==> src/hdl/vbrl_pkg.sv <==
// ----------------------------------------------------------------------------
// vbrl_pkg
// shared types, command codes and helpers for the valve bank runtime limiter
// ----------------------------------------------------------------------------
package vbrl_pkg;

    localparam int VBRL_NUM_VALVES = 8;

    localparam logic [5:0]  VBRL_MAX_OPEN_RST  = 6'd2;
    localparam logic [15:0] VBRL_MAX_TICKS_RST = 16'd1800;

    localparam logic [2:0] CMD_ON      = 3'd0;
    localparam logic [2:0] CMD_OFF     = 3'd1;
    localparam logic [2:0] CMD_ALL_OFF = 3'd2;
    localparam logic [2:0] CMD_TICK    = 3'd3;
    localparam logic [2:0] CMD_QUERY   = 3'd4;

    localparam logic CFG_MAX_OPEN  = 1'b0;
    localparam logic CFG_MAX_TICKS = 1'b1;

    typedef struct packed {
        logic [2:0] command;
        logic [4:0] valve;
    } t_in_item;

    typedef struct packed {
        logic       granted;
        logic [7:0] valve_drive;
        logic [7:0] forced_off;
        logic       queried_open;
        logic [5:0] open_count;
    } t_out_item;

    typedef struct packed {
        logic        fire;
        logic [2:0]  cmd;
        logic        on_ok;
        logic [15:0] max_ticks;
    } t_lane_ctrl;

    typedef struct packed {
        logic open;
        logic open_next;
        logic forced;
    } t_lane_stat;

    function automatic logic [5:0] f_popcount32(input logic [31:0] v);
        logic [1:0] s1 [16];
        logic [2:0] s2 [8];
        logic [3:0] s3 [4];
        logic [4:0] s4 [2];
        for (int i = 0; i < 16; i++) begin
            s1[i] = {1'b0, v[2*i]} + {1'b0, v[2*i+1]};
        end
        for (int i = 0; i < 8; i++) begin
            s2[i] = {1'b0, s1[2*i]} + {1'b0, s1[2*i+1]};
        end
        for (int i = 0; i < 4; i++) begin
            s3[i] = {1'b0, s2[2*i]} + {1'b0, s2[2*i+1]};
        end
        for (int i = 0; i < 2; i++) begin
            s4[i] = {1'b0, s3[2*i]} + {1'b0, s3[2*i+1]};
        end
        return {1'b0, s4[0]} + {1'b0, s4[1]};
    endfunction

endpackage

==> src/hdl/vbrl_lane.sv <==
// ----------------------------------------------------------------------------
// vbrl_lane
// one valve: open flag, saturating runtime counter and runtime limit check
// ----------------------------------------------------------------------------
module vbrl_lane
    import vbrl_pkg::*;
(
    input  logic       i_clk,
    input  logic       i_rst_n,
    input  t_lane_ctrl i_ctrl,
    input  logic       i_sel,
    output t_lane_stat o_stat
);

    logic        r_open;
    logic [15:0] r_cnt;
    logic        n_open;
    logic [15:0] n_cnt;
    logic [15:0] w_cnt_inc;
    logic        w_forced;

    assign w_cnt_inc = r_cnt + {15'd0, (r_cnt != 16'hFFFF)};

    always_comb begin
        n_open   = r_open;
        n_cnt    = r_cnt;
        w_forced = 1'b0;
        case (i_ctrl.cmd)
            CMD_ON: begin
                if (i_sel && i_ctrl.on_ok) begin
                    n_open = 1'b1;
                    n_cnt  = '0;
                end
            end
            CMD_OFF: begin
                if (i_sel) begin
                    n_open = 1'b0;
                    n_cnt  = '0;
                end
            end
            CMD_ALL_OFF: begin
                n_open = 1'b0;
                n_cnt  = '0;
            end
            CMD_TICK: begin
                if (r_open) begin
                    n_cnt = w_cnt_inc;
                    if (w_cnt_inc >= i_ctrl.max_ticks) begin
                        n_open   = 1'b0;
                        n_cnt    = '0;
                        w_forced = 1'b1;
                    end
                end
            end
            default: begin
            end
        endcase
    end

    always_ff @(posedge i_clk) begin
        if (!i_rst_n) begin
            r_open <= 1'b0;
            r_cnt  <= '0;
        end else if (i_ctrl.fire) begin
            r_open <= n_open;
            r_cnt  <= n_cnt;
        end
    end

    assign o_stat.open      = r_open;
    assign o_stat.open_next = n_open;
    assign o_stat.forced    = w_forced;

endmodule

==> src/hdl/valve_bank_runtime_limiter.sv <==
// ----------------------------------------------------------------------------
// valve_bank_runtime_limiter
// valve bank with an open-count limit and a per-valve runtime limit
// ----------------------------------------------------------------------------
//  channel | signals                           | payload
//  --------+-----------------------------------+---------------------------
//  in      | i_in_valid / o_in_ready           | i_in  (command, valve)
//  out     | o_out_valid / i_out_ready         | o_out (granted, drive, ...)
//  cfg     | i_cfg_we, i_cfg_idx, i_cfg_wdata  | limit registers, no wait
//
//  one item per cycle unless the output stalls; an item waits in the input
//  register until it fires, when result and all valves update in parallel
//  reset clears all valves and counters and loads limits 2 and 1800
//  with the result held, the input register still takes one more item
// ----------------------------------------------------------------------------
module valve_bank_runtime_limiter
    import vbrl_pkg::*;
#(
    parameter int NUM_VALVES = VBRL_NUM_VALVES
) (
    input  logic      i_clk,
    input  logic      i_rst_n,
    input  logic      i_in_valid,
    output logic      o_in_ready,
    input  t_in_item  i_in,
    output logic      o_out_valid,
    input  logic      i_out_ready,
    output t_out_item o_out,
    input  logic      i_cfg_we,
    input  logic      i_cfg_idx,
    input  logic [15:0] i_cfg_wdata
);

    localparam int PAD_W = (NUM_VALVES > 8) ? NUM_VALVES : 8;

    logic        r_in_valid;
    t_in_item    r_in;
    logic        r_out_valid;
    t_out_item   r_out;
    logic [5:0]  r_max_open;
    logic [15:0] r_max_ticks;
    logic [5:0]  r_open_cnt;
    logic [5:0]  n_open_cnt;

    logic                  w_fire;
    logic                  w_granted;
    logic                  w_in_range;
    logic                  w_sel_open;
    logic [NUM_VALVES-1:0] w_sel;
    logic [NUM_VALVES-1:0] w_open;
    logic [NUM_VALVES-1:0] w_open_next;
    logic [NUM_VALVES-1:0] w_forced;
    logic [PAD_W-1:0]      w_open_pad;
    logic [PAD_W-1:0]      w_forced_pad;
    t_lane_ctrl            w_ctrl;
    t_lane_stat            w_stat [NUM_VALVES];
    t_out_item             n_out;

    assign w_fire     = r_in_valid && (!r_out_valid || i_out_ready);
    assign o_in_ready = !r_in_valid || w_fire;

    always_ff @(posedge i_clk) begin
        if (!i_rst_n) begin
            r_in_valid <= 1'b0;
        end else if (o_in_ready) begin
            r_in_valid <= i_in_valid;
        end
    end

    always_ff @(posedge i_clk) begin
        if (o_in_ready && i_in_valid) begin
            r_in <= i_in;
        end
    end

    always_ff @(posedge i_clk) begin
        if (!i_rst_n) begin
            r_max_open  <= VBRL_MAX_OPEN_RST;
            r_max_ticks <= VBRL_MAX_TICKS_RST;
        end else if (i_cfg_we) begin
            case (i_cfg_idx)
                CFG_MAX_OPEN:  r_max_open  <= i_cfg_wdata[5:0];
                CFG_MAX_TICKS: r_max_ticks <= i_cfg_wdata;
                default: begin
                end
            endcase
        end
    end

    for (genvar g = 0; g < NUM_VALVES; g++) begin : g_lane
        assign w_sel[g] = (r_in.valve == 5'(g));

        vbrl_lane u_lane (
            .i_clk   (i_clk),
            .i_rst_n (i_rst_n),
            .i_ctrl  (w_ctrl),
            .i_sel   (w_sel[g]),
            .o_stat  (w_stat[g])
        );

        assign w_open[g]      = w_stat[g].open;
        assign w_open_next[g] = w_stat[g].open_next;
        assign w_forced[g]    = w_stat[g].forced;
    end

    assign w_in_range = |w_sel;
    assign w_sel_open = |(w_open & w_sel);
    assign w_granted  = !((r_in.command == CMD_ON) && w_in_range && !w_sel_open
                          && (r_open_cnt >= r_max_open));

    assign w_ctrl.fire      = w_fire;
    assign w_ctrl.cmd       = r_in.command;
    assign w_ctrl.on_ok     = w_granted;
    assign w_ctrl.max_ticks = r_max_ticks;

    assign n_open_cnt   = f_popcount32(32'(w_open_next));
    assign w_open_pad   = PAD_W'(w_open_next);
    assign w_forced_pad = PAD_W'(w_forced);

    always_comb begin
        n_out.granted      = w_granted;
        n_out.valve_drive  = w_open_pad[7:0];
        n_out.forced_off   = w_forced_pad[7:0];
        n_out.queried_open = |(w_open_next & w_sel);
        n_out.open_count   = n_open_cnt;
    end

    always_ff @(posedge i_clk) begin
        if (!i_rst_n) begin
            r_open_cnt <= '0;
        end else if (w_fire) begin
            r_open_cnt <= n_open_cnt;
        end
    end

    always_ff @(posedge i_clk) begin
        if (!i_rst_n) begin
            r_out_valid <= 1'b0;
        end else if (w_fire) begin
            r_out_valid <= 1'b1;
        end else if (i_out_ready) begin
            r_out_valid <= 1'b0;
        end
    end

    always_ff @(posedge i_clk) begin
        if (w_fire) begin
            r_out <= n_out;
        end
    end

    assign o_out_valid = r_out_valid;
    assign o_out       = r_out;

    a_cnt_tracks_valves: assert property (@(posedge i_clk) disable iff (!i_rst_n)
        r_open_cnt == f_popcount32(32'(w_open)))
        else $error("open count register out of step with valve flags");

    a_denied_no_change: assert property (@(posedge i_clk) disable iff (!i_rst_n)
        (w_fire && !w_granted) |=> $stable(w_open))
        else $error("denied turn-on changed valve state");

    a_forced_are_off: assert property (@(posedge i_clk) disable iff (!i_rst_n)
        o_out_valid |-> ((o_out.forced_off & o_out.valve_drive) == 8'd0))
        else $error("forced-off valve still driven");

    a_deny_at_limit: assert property (@(posedge i_clk) disable iff (!i_rst_n)
        (o_out_valid && !o_out.granted) |-> (o_out.open_count >= r_max_open))
        else $error("turn-on denied below the open limit");

endmodule
==> config.mk <==
export PLATFORM = sky130hd
export DESIGN_NAME = valve_bank_runtime_limiter
export DESIGN_NICKNAME = d
export VERILOG_FILES = /design/src/hdl/vbrl_pkg.sv /design/src/hdl/vbrl_lane.sv /design/src/hdl/valve_bank_runtime_limiter.sv
export SDC_FILE = /design/constraint.sdc
export NUM_CORES = 1
export LEC_CHECK = 0
export ABC_AREA = 1
export BUFFER_PORTS_ARGS = -buffer_cell sky130_fd_sc_hd__buf_2
export CAP_MARGIN = 40
export CORE_MARGIN = 8
export CORE_UTILIZATION = 55
export DETAILED_ROUTE_END_ITERATION = 8
export PLACE_DENSITY = 0.79
export SLEW_MARGIN = 20
export SYNTH_ARGS = -nofsm -noshare
export SYNTH_HDL_FRONTEND = slang
export SYNTH_SLANG_ARGS = --single-unit
==> constraint.sdc <==
create_clock -name i_clk -period 5.3 [get_ports i_clk]
set_input_delay 1.06 -clock i_clk [delete_from_list [all_inputs] [get_ports i_clk]]
set_output_delay 1.06 -clock i_clk [all_outputs]
set_load 0.05 [all_outputs]
# Word-level counts from Yosys, hierarchy flattened
# Index checks and enable logic that the tools add are counted.
# word_totals
wordCells	238
regBits	194
input_bits	30
# op_classes
n_addsub	15
n_lt_le_gt_ge	9
n_reduce_logical	44
muxes	90
n_eq_ne	42
bitwise_logic	3
# op_table
op	n
$mux 16	32
$pmux 16 s4	8
$add 16x1->16	8
$ge 16x16->1	8
$ne 16x16->1 const B	8
$ne 2x1->1 const B	24
$mux 1	42
$reduce_and 5->1	8
$pmux 1 s4	8
$reduce_or 8->1	3
$eq 5x3->1 const B	4
$reduce_and 2->1	10
$and 8x8->8	2
$logic_and 1x1->1	13
$eq 5x2->1 const B	2
$add 1x1->2	4
$add 2x2->3	2
$eq 3x2->1 const B	2
$ge 4x6->1	1
$eq 5x1->1 const B	1
$logic_not 5->1	1
$add 3x3->4	1
$logic_not 1->1	4
$reduce_bool 4->1	1
5 further kinds	6

# Depth between registers and ports, before layout
# Gate-level depths: netlist of the first run.
# logic_depth
depth_word	13
ltp_mapped	33
depth_no_buf	33

# Cells and area by module
# Synthesis of the first run repeated with hierarchy kept, for this count alone.
# unflattened
cells_unflattened	2171
area_unflattened_um2	15768.9
# modules_own_cells
mod	area_each_um2	instances	cells_each
vbrl_lane (g_lane[1].u_lane ...)	1672.9	5	240
vbrl_lane (g_lane[3].u_lane ...)	1677.9	2	243
valve_bank_runtime_limiter	2443.6	1	247
vbrl_lane (g_lane[0].u_lane)	1605.3	1	238

# Least setup slack after synthesis of the first run
# Ideal clock, no wire load.
# synth_path
kind	reg2reg
start	reg g_lane[3].u_lane.r_cnt[7]
end	reg r_out, in the netlist o_out[2], data pin
path_buffers	0
t_arrival_ns	5.219
t_required_ns	5.035
path_stages_with_launch	32
synth_period_minus_slack_ns	5.484
path_slack_ns	-0.184
setup_time_ns	0.265
cell_sequence	dfxtp_1 nand2_1 nor2_1 nand2_1 inv_1 nand3_1 ha_1 ha_1 inv_1 nor3_1 inv_1 nor2_1 nand3_1 nor2_1 xor2_1 inv_1 ha_1 nand2_1 o21ai_0 a21oi_1 nand4_1 nand3_1 nand2_1 fa_1 inv_1 fa_1 inv_1 fa_1 inv_1 ha_1 fa_1 xor2_1
# synth_via
elab_chain_cells	9
# synth_rtl
item	line	text
from (decl)	vbrl_lane.sv:16	logic [15:0] r_cnt;
from (signal assigned)	vbrl_lane.sv:66	r_cnt <= n_cnt;
$ne 16x16->1	vbrl_lane.sv:22	assign w_cnt_inc = r_cnt + {15'd0, (r_cnt != 16'hFFFF)};
$add 16x1->16 (*)	vbrl_lane.sv:22	
$ge 16x16->1 (*)	vbrl_lane.sv:48	if (w_cnt_inc >= i_ctrl.max_ticks) begin
$mux 1 (*)	vbrl_lane.sv:48	
$mux 1 (*)	vbrl_lane.sv:46	if (r_open) begin
$pmux 1 s4 (*)	vbrl_lane.sv:28	case (i_ctrl.cmd)
$add 1x1->2 (*)	vbrl_pkg.sv:53	s1[i] = {1'b0, v[2*i]} + {1'b0, v[2*i+1]};
$add 2x2->3 (*)	vbrl_pkg.sv:56	s2[i] = {1'b0, s1[2*i]} + {1'b0, s1[2*i+1]};
$add 3x3->4 (*)	vbrl_pkg.sv:59	s3[i] = {1'b0, s2[2*i]} + {1'b0, s2[2*i+1]};
net n_open_cnt[2]	valve_bank_runtime_limiter.sv:43	logic [5:0] n_open_cnt;
to (signal assigned)	valve_bank_runtime_limiter.sv:148	r_out <= n_out;
to (decl)	valve_bank_runtime_limiter.sv:39	t_out_item r_out;
# The timed path passes the listed nets; every way through them passes the cells marked *.
# A chain may end at the register's enable or synchronous reset.

# Worst setup path after layout of the first run
# layout_path
start	reg g_lane[3].u_lane.r_cnt[11]
end	reg r_open_cnt[1]
# layout_via
elab_chain_cells	9
# layout_rtl
item	line	text
$ne 16x16->1	vbrl_lane.sv:22	
$add 16x1->16 (*)	vbrl_lane.sv:22	
$ge 16x16->1 (*)	vbrl_lane.sv:48	
$mux 1 (*)	vbrl_lane.sv:48	
$mux 1 (*)	vbrl_lane.sv:46	
$pmux 1 s4 (*)	vbrl_lane.sv:28	
$add 1x1->2 (*)	vbrl_pkg.sv:53	
$add 2x2->3 (*)	vbrl_pkg.sv:56	
$add 3x3->4 (*)	vbrl_pkg.sv:59	
net n_open_cnt[1]	valve_bank_runtime_limiter.sv:43	
to (signal assigned)	valve_bank_runtime_limiter.sv:132	r_open_cnt <= n_open_cnt;
to (decl)	valve_bank_runtime_limiter.sv:42	logic [5:0] r_open_cnt;
# Marks and branches as above.

==> results by group, run 1 <==
Setup path
  • Worst R2R Start: g_lane[3].u_lane.r_cnt[11]
  • Req. time, crit path: 5.64 ns
  • Critical path's slowest cell: fa_1
  • R2R Setup Slk: -0.39 ns
  • Crit end category: flop
  • Setup CP Type: flop to flop
  • End of the worst register-to-register path: r_open_cnt[1]
  • Startpoint types: flop
  • Worst path max stage delay: 0.46 ns
  • Worst EP arrival: 6.03 ns
  • Reg2reg path depth: 29
  • Critical Path Most Common Cell: ha_4
  • Crit path max fanout: 2

STA
  • Period utilization: 107%
  • RSZ-0062 raised after global routing: yes
  • Final WS setup: -0.393 ns
  • Fin. max-slew vios: 0
  • Max-Slew Margin vs Limit: 41.3%
  • Final setup TNS: -1.51 ns
  • Min cycle time layout: 5.69 ns
  • Setup violations, final: 7
  • FMAX: 0.176 GHz
  • Final clock skew: 0.0129 ns
  • Slew @ Worst Pin: 0.880 ns
  • Final Hold Vio Count: 0

Routing
  • Routed Antenna Nets: 0
  • Via density per instance: 5.94
  • Post-Route WL: 46.0 mm
  • Detailed-route DRC error count: 0
  • Initial DRT Pass Iterations: 6
  • Drt wl/cell: 18.3 um
  • Vias: 14,900
  • DRT iter0 DRCs: 1,508

Yosys
  • Post-synthesis async set-or-reset flop share: 0%
  • Synthesized area: 0.0141 mm2
  • Mapped Cells: 1,972
  • Part of the Yosys area used for sequential elements: 29.6%
  • Synth cell types: 48
  • Yosys warns: 0
  • EDFF count, synth: 30
  • Avg Cell Area, Syn: 7.17 um2
  • Most used DFF post-synth: dfxtp_1
  • Yosys reg bits: 194

CTS
  • Root Driver: clkbuf_16
  • Clk pin slew, worst setup/hold paths: 0.08 ns
  • Clock sinks: 194
  • Clk buf depth: 2
  • CTS tree: done
  • Clk Latency, worst-skew pair: 0.45 ns
  • Cts hold-fix bufs: 0
  • Total CTS buffers: 17
  • Max H-tree Level: 4

Min path
  • WHS Endpoint: r_open_cnt[0]
  • Hold crit path type: flop to flop
  • Hold path start: r_open_cnt[0]
  • Hold path cells: 2

Finish
  • Area of the multi-input gates: 0.00935 mm2
  • Fin util: 68.5%
  • Filler instances: 1,874
  • Fraction of layout cells with a size suffix above 1: 22.3%
  • Fin area: 0.0172 mm2
  • Reg area: 0.00420 mm2
  • ANT cells: 0
  • Final nets: 2,360
  • P&R area growth vs syn: 22.0%

Placement
  • Final Wtd Congestion: 0.988
  • Post-DP HPWL: 29.4 mm
  • Cell Area, Placed: 0.0156 mm2
  • Number of I/O port buffers: 53

Global route
  • Gr ovfl total: 0
  • Pin count of the biggest net entering global routing: 56
  • Tot GR Track Use: 26.6%
  • Initial antenna violation count: 0
  • First-pass GRT wire length: 67.9 mm
  • Vias in the first global route: 14,000

Floorplan
  • Row Count: 58
  • Die height: 176 um
  • Core area: 0.0252 mm2
  • Die area: 0.0311 mm2
  • DIE WIDTH: 176 um
  • Initial core utilization: 56.1%
  • Boundary Pins: 56

Power and ir drop
  • Maximum VDD drop: 0.207 mV
  • Overall power: 0.00355 W
  • Leak: 8.02 nW
  • PD cells: 206 mW/mm2

Status
  • Outcome: finished with violations
  • Violated checks: setup timing

Flow run
  • Max cap viols: 0
-- registers in the layout, indices dropped and copies added, names as in the netlist --
register and count:
r_open_cnt 4, o_out 22, r_max_ticks 16, r_in 8, g_lane.u_lane.r_cnt 128, o_out_valid 1, r_max_open 6, g_lane.u_lane.r_open 8
r_in_valid 1
-- synth_stat cells (2+ instances only) --
cell type / count / area share (%)
nand2_1: 398 / 11
inv_1: 258 / 6.9
a21oi_1: 203 / 7.2
nor2_1: 169 / 4.5
dfxtp_1: 164 / 23
ha_1: 151 / 13
nand3_1: 144 / 5.1
o21ai_0: 82 / 2.9
xor2_1: 82 / 5.1
nand4_1: 50 / 2.2
nor3_1: 47 / 1.7
edfxtp_1: 30 / 6.4
clkbuf_1: 23 / 0.61
xnor2_1: 18 / 1.1
nor4_1: 13 / 0.58
nand2_2: 12 / 0.53
nand3_2: 11 / 0.78
a21oi_2: 10 / 0.62
buf_2: 10 / 0.35
buf_4: 8 / 0.42
nor2_2: 8 / 0.35
o21a_1: 8 / 0.42
buf_6: 7 / 0.56
inv_2: 7 / 0.19
nor2_4: 7 / 0.56
a31oi_1: 6 / 0.27
nand2_4: 6 / 0.48
o211ai_1: 5 / 0.27
clkinv_1: 4 / 0.11
fa_1: 4 / 0.57
o221a_2: 4 / 0.32
buf_1: 3 / 0.080
clkbuf_8: 3 / 0.29
nand3_4: 2 / 0.25
o211a_1: 2 / 0.14
-- stage by stage --
step           hold WS, ns  worst slack, ns  cells
5_1_grt              0.483           -0.542   2518
2_1_floorplan        0.433           0.0279   1973
3_3_place_gp         0.452           -0.148   2449
4_1_cts              0.466          -0.0829   2501
3_5_place_dp         0.455           -0.353   2450
6_report             0.469           -0.393   2518
-- layer usage --
metal  part of all wire [%]  GRT usage, %  routed length (um)
met5                      0             0                   0
met2                     46          44.2               21100
met3                    9.3          4.72                4260
met4                    6.3          15.2                2890
met1                     39          32.0               17800
-- worst max path at each step --
stage / to / slack (ns) / start / cells past startpoint
2_1_floorplan: o_out[2] / 0.03 / g_lane[0].u_lane.r_cnt[7] / 30
3_3_place_gp: r_open_cnt[2] / -0.15 / g_lane[3].u_lane.r_cnt[7] / 33
3_5_place_dp: r_open_cnt[1] / -0.35 / g_lane[3].u_lane.r_cnt[6] / 32
4_1_cts: r_open_cnt[2] / -0.08 / g_lane[0].u_lane.r_cnt[6] / 33
5_1_grt: r_open_cnt[1] / -0.54 / g_lane[3].u_lane.r_cnt[15] / 29
6_report: r_open_cnt[1] / -0.39 / g_lane[3].u_lane.r_cnt[11] / 29
-- worst max-delay path: cells and delay by family (launching register included) --
| kind | cells | cell delay [ns] |
|---|---|---|
| buf+inv | 7 | 0.64 |
| fa+ha+maj | 8 | 2.55 |
| xor+xnor | 1 | 0.18 |
| flops | 1 | 0.34 |
| compound gates | 1 | 0.13 |
| simple gates | 12 | 1.73 |
-- power breakdown --
group	internal, W	switching, W	leakage (nW)	total [W]
combinational	0.000194	0.000435	6.12	0.000629
sequential	0.00154	0.0000304	1.62	0.00157
clock	0.000693	0.000660	0.284	0.00135
-- logic make-up (layout without fill, tap and decap cells) --
logic type	count (synthesis)	count (layout)	share of synthesized area [%]
XOR/XNOR	100	100	6.20
adder cells (fa/ha/maj)	155	155	13.9
other	1	2	0.0265
AND/OR/NAND/NOR	872	872	28.0
buffers and inverters	327	542	9.79
flip-flops	194	194	29.6
AO/OA/AOI/OAI	323	323	12.4
-- cell usage in the layout, fill, tap and decap left out, types with 18 or more instances in the layout --
master     instances
o21ai_0           75
nand4_1           50
nand2_1          376
nor2_2            19
dfxtp_1          154
inv_2             21
edfxtp_1          30
buf_4            184
nand3_1          128
a21oi_1          192
xor2_1            73
nand3_2           25
nor2_1           150
buf_2             53
nor3_1            39
a21oi_2           19
nand2_2           32
clkbuf_16         18
ha_1             132
inv_1            242
-- layout make-up --
type	instances	share of cell area (%)
clock buffer	18	2.61
clock inverter	14	0.805
inverter	271	5.94
multi-input combinational	1452	54.2
sequential	194	24.3
tap	330	2.39
timing repair buffer	239	9.68
-- timing repair --
action                                  4_1_cts  5_1_grt
resized for setup                            50      121
endpoints found under the setup margin        4        8
setup buffers                                19       17
cloned                                        0        0
pin swaps                                    48       56
Power figures use the tool's default switching activity.
==> run 2, diff against run 1 <==
--- a/config.mk
+++ b/config.mk
@@ -12,6 +12,7 @@
 export CORE_UTILIZATION = 55
 export DETAILED_ROUTE_END_ITERATION = 8
 export PLACE_DENSITY = 0.79
+export REMOVE_ABC_BUFFERS = 1
 export SLEW_MARGIN = 20
 export SYNTH_ARGS = -nofsm -noshare
 export SYNTH_HDL_FRONTEND = slang
==> results by group, run 2 (synthesis gave the netlist of run 1 again) <==
Status
  • Outcome: finished with violations
  • Violated checks: setup timing

Floorplan
  • Die area: 0.0311 mm2 (unchanged)
  • Row Count: 58 (unchanged)
  • Initial core utilization: 56.1% (unchanged)
  • Boundary Pins: 56 (unchanged)
  • DIE WIDTH: 176 um (unchanged)
  • Die height: 176 um (unchanged)
  • Core area: 0.0252 mm2 (unchanged)

Global route
  • Vias in the first global route: 14,500 (+3.5%)
  • Gr ovfl total: 0 (unchanged)
  • First-pass GRT wire length: 70.3 mm (+3.5%)
  • Initial antenna violation count: 0 (unchanged)
  • Tot GR Track Use: 27.8% (+1.2 points)
  • Pin count of the biggest net entering global routing: 60 (+7.1%)

Finish
  • P&R area growth vs syn: 23.1%
  • Largest register by flop count: g_lane.u_lane.r_cnt
  • Commonest non-fill, non-tap cell in the layout: nand2_1
  • Fraction of layout cells with a size suffix above 1: 22.2% (-0.16 points)
  • Commonest cells after routing, fill and taps aside: 384 x nand2_1, 245 x inv_1, 221 x buf_4, 192 x a21oi_1
  • Max FFs per register: 128 (unchanged)
  • Final nets: 2,407 (+2.0%)
  • Filler instances: 1,904 (+1.6%)
  • ANT cells: 0 (unchanged)

Placement
  • Number of I/O port buffers: 53 (unchanged)
  • Final Wtd Congestion: 0.962 (-2.7%)
  • Place WS: -0.575 ns (-0.222 ns)
  • Post-DP HPWL: 29.3 mm (-0.19%)

STA
  • Slew @ Worst Pin: 0.829 ns (-0.0511 ns)
  • Fin. max-slew vios: 0 (unchanged)
  • Final clock skew: 0.0195 ns (+0.00662 ns)
  • Final WS setup: -0.339 ns (+0.0543 ns)
  • WHS: 0.465 ns (-0.00425 ns)
  • Min cycle time layout: 5.64 ns (-0.0543 ns)
  • Period utilization: 106% (-1.0 points)
  • Setup violations, final: 5 (-2)
  • FMAX: 0.177 GHz (+0.96%)
  • RSZ-0062 raised after global routing: yes
  • Max-Slew Margin vs Limit: 44.7% (+3.4 points)
  • Final Hold Vio Count: 0 (unchanged)

CTS
  • Cts hold-fix bufs: 0 (unchanged)
  • Clk buf depth: 2 (unchanged)
  • Max H-tree Level: 4 (unchanged)
  • Root Driver: clkbuf_16
  • Clk Latency, worst-skew pair: 0.46 ns (about the same)
  • Clock sinks: 194 (unchanged)
  • Clk pin slew, worst setup/hold paths: 0.09 ns (about the same)
  • CTS tree: done
  • Total CTS buffers: 17 (unchanged)

Setup path
  • Worst path max stage delay: 0.56 ns (+0.10 ns)
  • Worst setup path start: g_lane[3].u_lane.r_cnt[4]
  • End of the worst register-to-register path: r_open_cnt[2]
  • Worst EP arrival: 6.01 ns (-0.02 ns)
  • Worst R2R Start: g_lane[3].u_lane.r_cnt[4]
  • Reg2reg path depth: 29 (unchanged)
  • Crit end category: flop
  • Buf+Inv Stages, Crit Path: 6 (-1)
  • Startpoint types: flop
  • Critical Path Most Common Cell: inv_2
  • R2R Setup Slk: -0.34 ns (+0.05 ns)
  • Critical path's slowest cell: fa_1
  • Req. time, crit path: 5.67 ns (+0.03 ns)
  • Setup CP Type: flop to flop
  • Crit path max fanout: 2 (unchanged)
  • Crit-path leading delay family: adder cells

Routing
  • Routed Antenna Nets: 0 (unchanged)
  • Vias: 14,800 (-1.0%)
  • Via density per instance: 5.77 (-2.8%)
  • Post-Route WL: 44.9 mm (-2.5%)
  • Detailed-route DRC error count: 0 (unchanged)
  • DRT iter0 DRCs: 1,449 (-3.9%)
  • Drt wl/cell: 17.5 um (-4.3%)
  • Initial DRT Pass Iterations: 6 (unchanged)

Min path
  • WHS Endpoint: r_open_cnt[0]
  • Hold path cells: 2 (unchanged)
  • Hold path start: r_open_cnt[0]
  • Hold crit path type: flop to flop

Power and ir drop
  • PD cells: 208 mW/mm2 (+0.77%)
  • Maximum VDD drop: 0.186 mV (-10%)
  • Leak: 8.26 nW (+3.0%)

Flow run
  • Max cap viols: 0 (unchanged)
## run 2: changes by cell type in the layout (fill, tap and decap cells not counted), moves of 5 or more
cell     change
nand2_1      +8
nor2_4       -6
ha_4         -5
buf_4       +37
nor2_1       +7
ha_1         +5
nand2_2      -9
buf_6        +9
## run 2: layout make-up
| type | instances | area (um2) | area share (%) |
|---|---|---|---|
| clock buffers | 18 | 429 | 2.47 |
| clock inverters | 14 | 201 | 1.16 |
| inverters | 271 | 1020 | 5.89 |
| multi-input cells | 1452 | 9070 | 52.2 |
| flip-flops and latches | 194 | 4190 | 24.1 |
| well taps | 330 | 413 | 2.37 |
| repair buffers | 286 | 2060 | 11.9 |
## run 2: stage by stage
| step | power, W | std cells | area (um2) | TNS (ns) | util [%] |
|---|---|---|---|---|---|
| after floorplan | 0.00195 | 1917 | 13800 | -0.644 | - |
| after global placement | 0.00213 | 2474 | 15800 | -1.32 | 62.6 |
| after detailed placement | 0.00215 | 2476 | 15800 | -2.03 | 62.7 |
| after CTS | 0.00357 | 2561 | 17100 | -0.312 | 67.8 |
| after global routing | 0.00373 | 2565 | 17400 | -2.56 | 69.1 |
| final | 0.00361 | 2565 | 17400 | -1.20 | 69.1 |
## run 2: repair_timing
action / 4_1_cts / 5_1_grt
pin swaps: 48 / 39
gates resized for setup: 71 / 63
setup endpoints to repair: 8 / 9
buffers inserted: 54 / 7
endpoints found under the hold margin: 0 / 0
## run 2: power breakdown
group	switching (W)	internal [W]
registers	0.0000292	0.00154
clock network	0.000633	0.000799
logic	0.000420	0.000189
## run 2: worst min-delay path: stages, from the launching register on
cell and delay, ns:
dfxtp_1 0.30, inv_1 0.06, a21oi_1 0.06
## run 2: how the worst max path moves through the flow
stage / cells after the start / slack [ns] / to
finish: 29 / -0.34 / r_open_cnt[2]
global route: 29 / -0.54 / r_open_cnt[2]
CTS: 33 / -0.14 / r_open_cnt[2]
detailed placement: 33 / -0.57 / r_open_cnt[2]
global placement: 33 / -0.40 / r_open_cnt[2]
floorplan: 33 / -0.27 / r_open_cnt[2]
## run 2: per-layer routing
metal  vias to the layer above  global-route usage, %  share of wire (%)
met3                       211                   5.81                9.5
met2                       752                   45.3                 45
li1                       7012                      -                  -
met1                      6820                   33.5                 39
met4                         0                   16.2                5.7
met5                         -                      0                  0
==> run 3, diff against run 2 <==
--- a/config.mk
+++ b/config.mk
@@ -5,13 +5,12 @@
 export SDC_FILE = /design/constraint.sdc
 export NUM_CORES = 1
 export LEC_CHECK = 0
-export ABC_AREA = 1
 export BUFFER_PORTS_ARGS = -buffer_cell sky130_fd_sc_hd__buf_2
 export CAP_MARGIN = 40
 export CORE_MARGIN = 8
 export CORE_UTILIZATION = 55
 export DETAILED_ROUTE_END_ITERATION = 8
-export PLACE_DENSITY = 0.79
+export PLACE_DENSITY = 0.75
 export REMOVE_ABC_BUFFERS = 1
 export SLEW_MARGIN = 20
 export SYNTH_ARGS = -nofsm -noshare
==> constraint.sdc (replaced) <==
create_clock -name i_clk -period 6.8 [get_ports i_clk]
set_input_delay 1.36 -clock i_clk [delete_from_list [all_inputs] [get_ports i_clk]]
set_output_delay 1.36 -clock i_clk [all_outputs]
set_load 0.05 [all_outputs]
==> results by group, run 3 <==
Status
  • Outcome: finished clean

CTS
  • Clk buf depth: 2 (unchanged)
  • Total CTS buffers: 17 (unchanged)
  • Clk Latency, worst-skew pair: 0.45 ns (about the same)
  • Cts hold-fix bufs: 0 (unchanged)
  • Clock sinks: 194 (unchanged)
  • Clk pin slew, worst setup/hold paths: 0.08 ns (about the same)
  • Max H-tree Level: 4 (unchanged)
  • Root Driver: clkbuf_16
  • CTS tree: done

Power and ir drop
  • Overall power: 0.00241 W (-33%)
  • Maximum VDD drop: 0.120 mV (-35%)
  • Leak: 5.80 nW (-30%)
  • PD cells: 167 mW/mm2 (-19%)

Setup path
  • Crit path max fanout: 6 (+4)
  • Worst path max stage delay: 0.51 ns (-0.05 ns)
  • Critical path's slowest cell: or4_1
  • Worst R2R Start: g_lane[1].u_lane.r_cnt[7]
  • Reg2reg path depth: 28 (-3.4%)
  • End of the worst register-to-register path: r_open_cnt[2]
  • Worst EP arrival: 6.77 ns (+0.76 ns)
  • R2R Setup Slk: 0.36 ns (+0.70 ns)
  • Crit end category: flop
  • Worst setup path start: g_lane[1].u_lane.r_cnt[7]
  • Startpoint types: flop
  • Req. time, crit path: 7.13 ns (+1.46 ns)
  • Setup CP Type: flop to flop

Global route
  • Met2 GRT Util: 40.8% (-4.5 points)
  • GR Layer Usage met3: 5.46% (-0.35 points)
  • Gr ovfl total: 0 (unchanged)
  • Tot GR Track Use: 24.8% (-3.0 points)
  • Vias in the first global route: 11,400 (-21%)
  • Initial antenna violation count: 1 (+1)
  • GRT busiest layer: met2
  • First-pass GRT wire length: 58.2 mm (-17%)
  • Met1 Use GR: 31.8% (-1.7 points)
  • Pin count of the biggest net entering global routing: 69 (+15%)

Placement
  • Final Wtd Congestion: 0.931 (-3.1%)
  • Number of I/O port buffers: 53 (unchanged)
  • Place WS: 0.247 ns (+0.821 ns)
  • Post-DP HPWL: 25.4 mm (-14%)
  • DP Cell Count: 1,923 (-22%)

STA
  • Final setup TNS: 0 ns (+1.20 ns)
  • Min cycle time layout: 6.44 ns (+0.801 ns)
  • Final Hold Vio Count: 0 (unchanged)
  • Max-Slew Margin vs Limit: 46.4% (+1.7 points)
  • Fin. max-slew vios: 0 (unchanged)
  • Final WS setup: 0.360 ns (+0.699 ns)
  • Period utilization: 94.7% (-12 points)
  • Setup violations, final: 0 (-5)
  • Final clock skew: 0.0118 ns (-0.00777 ns)
  • FMAX: 0.155 GHz (-12%)
  • Slew @ Worst Pin: 0.804 ns (-0.0250 ns)

Floorplan
  • Boundary Pins: 56 (unchanged)
  • Row Count: 57 (-1.7%)
  • Die height: 172 um (-2.6%)
  • Die area: 0.0295 mm2 (-5.1%)
  • Core area: 0.0241 mm2 (-4.3%)
  • DIE WIDTH: 172 um (-2.6%)
  • Initial core utilization: 55.4% (-0.75 points)

Min path
  • WHS Endpoint: r_max_ticks[6]
  • Hold path cells: 2 (unchanged)
  • Hold crit path type: flop to flop
  • Hold path start: r_max_ticks[6]

Finish
  • Commonest cells after routing, fill and taps aside: 182 x nand2_1, 161 x dfxtp_1, 155 x a21oi_1, 151 x ha_1, 126 x nand3_1
  • Final nets: 1,804 (-25%)
  • Post-Layout Cell Count: 1,956 (-24%)
  • Fraction of layout cells with a size suffix above 1: 9.68% (-13 points)
  • Commonest non-fill, non-tap cell in the layout: nand2_1
  • Largest register by flop count: g_lane.u_lane.r_cnt
  • ANT cells: 0 (unchanged)
  • P&R area growth vs syn: 8.01%
  • Max FFs per register: 128 (unchanged)

Yosys
  • EDFF count, synth: 30 (unchanged)
  • Post-synth top area share: 24.6% (+1.4 points)
  • Top cells by area, synth: dfxtp_1 25%, ha_1 14%, edfxtp_1 6.7%
  • Yosys warns: 0 (unchanged)
  • Yosys reg bits: 194 (unchanged)
  • Post-synthesis async set-or-reset flop share: 0% (unchanged)
  • Synthesized area: 0.0133 mm2 (-5.6%)
  • Part of the Yosys area used for sequential elements: 31.3% (+1.7 points)
  • Avg Cell Area, Syn: 8.35 um2 (+17%)
  • Most area-hungry cell type in the Yosys netlist: dfxtp_1
  • Synth cell types: 77 (+60%)
  • Cell with the most instances after synthesis: nand2_1
  • Mapped Cells: 1,598 (-19%)
  • Most used DFF post-synth: dfxtp_1
  • Top cells by count, synth: 182 x nand2_1, 164 x dfxtp_1, 156 x a21oi_1, 151 x ha_1, 127 x nand3_1

Routing
  • DRT iter0 DRCs: 951 (-34%)
  • Vias: 12,100 (-18%)
  • Detailed-route DRC error count: 0 (unchanged)
  • Routed Antenna Nets: 0 (unchanged)
  • Via density per instance: 6.19 (+7.4%)
  • Initial DRT Pass Iterations: 7 (+1)
  • Post-Route WL: 36.5 mm (-19%)
  • Drt wl/cell: 18.7 um (+6.6%)

Flow run
  • Max cap viols: 0 (unchanged)
run 3: cell types whose count changed after synthesis, moves of 22 or more:
cell and delta:
inv_1 -199, nand2_1 -216, xor2_1 -43, xnor2_1 +54
a21oi_1 -47, clkbuf_1 +22, nor2_1 -61, a22oi_1 +22
run 3: stage by stage:
stage | util (%) | hold slack, ns | area [um2]
4_1_cts | 59.7 | 0.457 | 14400
2_1_floorplan | - | 0.432 | 13000
3_5_place_dp | 57.4 | 0.448 | 13800
5_1_grt | 59.8 | 0.487 | 14400
6_report | 59.8 | 0.459 | 14400
3_3_place_gp | 57.3 | 0.440 | 13800
run 3: worst max-delay path by stage:
| stage | endpoint | slack (ns) | cells past startpoint |
|---|---|---|---|
| 4_1_cts | r_open_cnt[2] | 0.19 | 28 |
| 2_1_floorplan | r_open_cnt[2] | 0.46 | 27 |
| 3_3_place_gp | r_open_cnt[2] | 0.40 | 28 |
| 5_1_grt | r_open_cnt[2] | -0.01 | 28 |
| 6_report | r_open_cnt[2] | 0.36 | 28 |
| 3_5_place_dp | r_open_cnt[2] | 0.25 | 28 |
run 3: power breakdown:
part	switching, W	leakage (nW)	internal [W]
clock	0.000484	0.267	0.000484
sequential	0.0000172	1.61	0.00118
combinational	0.000177	3.93	0.0000676
total	0.000679	5.80	0.00173
run 3: worst max-delay path: cells and delay by family, from the launching register on:
kind	cells	cell delay [ns]
xor gates and xnor gates	2	0.34
muxes	1	0.15
AOI/OAI and AO/OA	6	0.96
DFF	1	0.37
buffers and inverters	3	0.15
adders and majority gates	8	2.91
and+or+nand+nor	8	1.46
run 3: layout make-up:
| cell class | count | area (um2) |
|---|---|---|
| clock inverters | 13 | 97.6 |
| clock buffers | 19 | 443 |
| flip-flops and latches | 194 | 4190 |
| repair buffers | 76 | 458 |
| multi-input cells | 1270 | 8600 |
| fillers | 2186 | 9690 |
| inverters | 60 | 228 |
| well taps | 324 | 405 |
run 3: timing repair:
action                     CTS  global route
gates resized for setup      0             6
buffers inserted             0             1
setup endpoints to repair    0             4
run 3: kinds of logic (layout without fill, tap and decap cells):
family / count (synthesis) / in the layout / synth area share, %
and+or+nand+nor: 614 / 614 / 23.1
AOI/OAI and AO/OA: 374 / 374 / 18.0
DFF: 194 / 194 / 31.3
adders and majority gates: 155 / 155 / 14.8
buffers and inverters: 135 / 168 / 4.40
xor gates and xnor gates: 111 / 111 / 7.28
muxes: 14 / 14 / 1.14
other: 1 / 2 / 0.0281
run 3: routing by layer:
metal | vias up | routed length (um) | part of all wire [%]
met2 | 420 | 17000 | 46
met5 | - | 16 | 0.044
met4 | 2 | 886 | 2.4
met3 | 70 | 3040 | 8.3
met1 | 5759 | 15600 | 43
li1 | 5866 | - | -
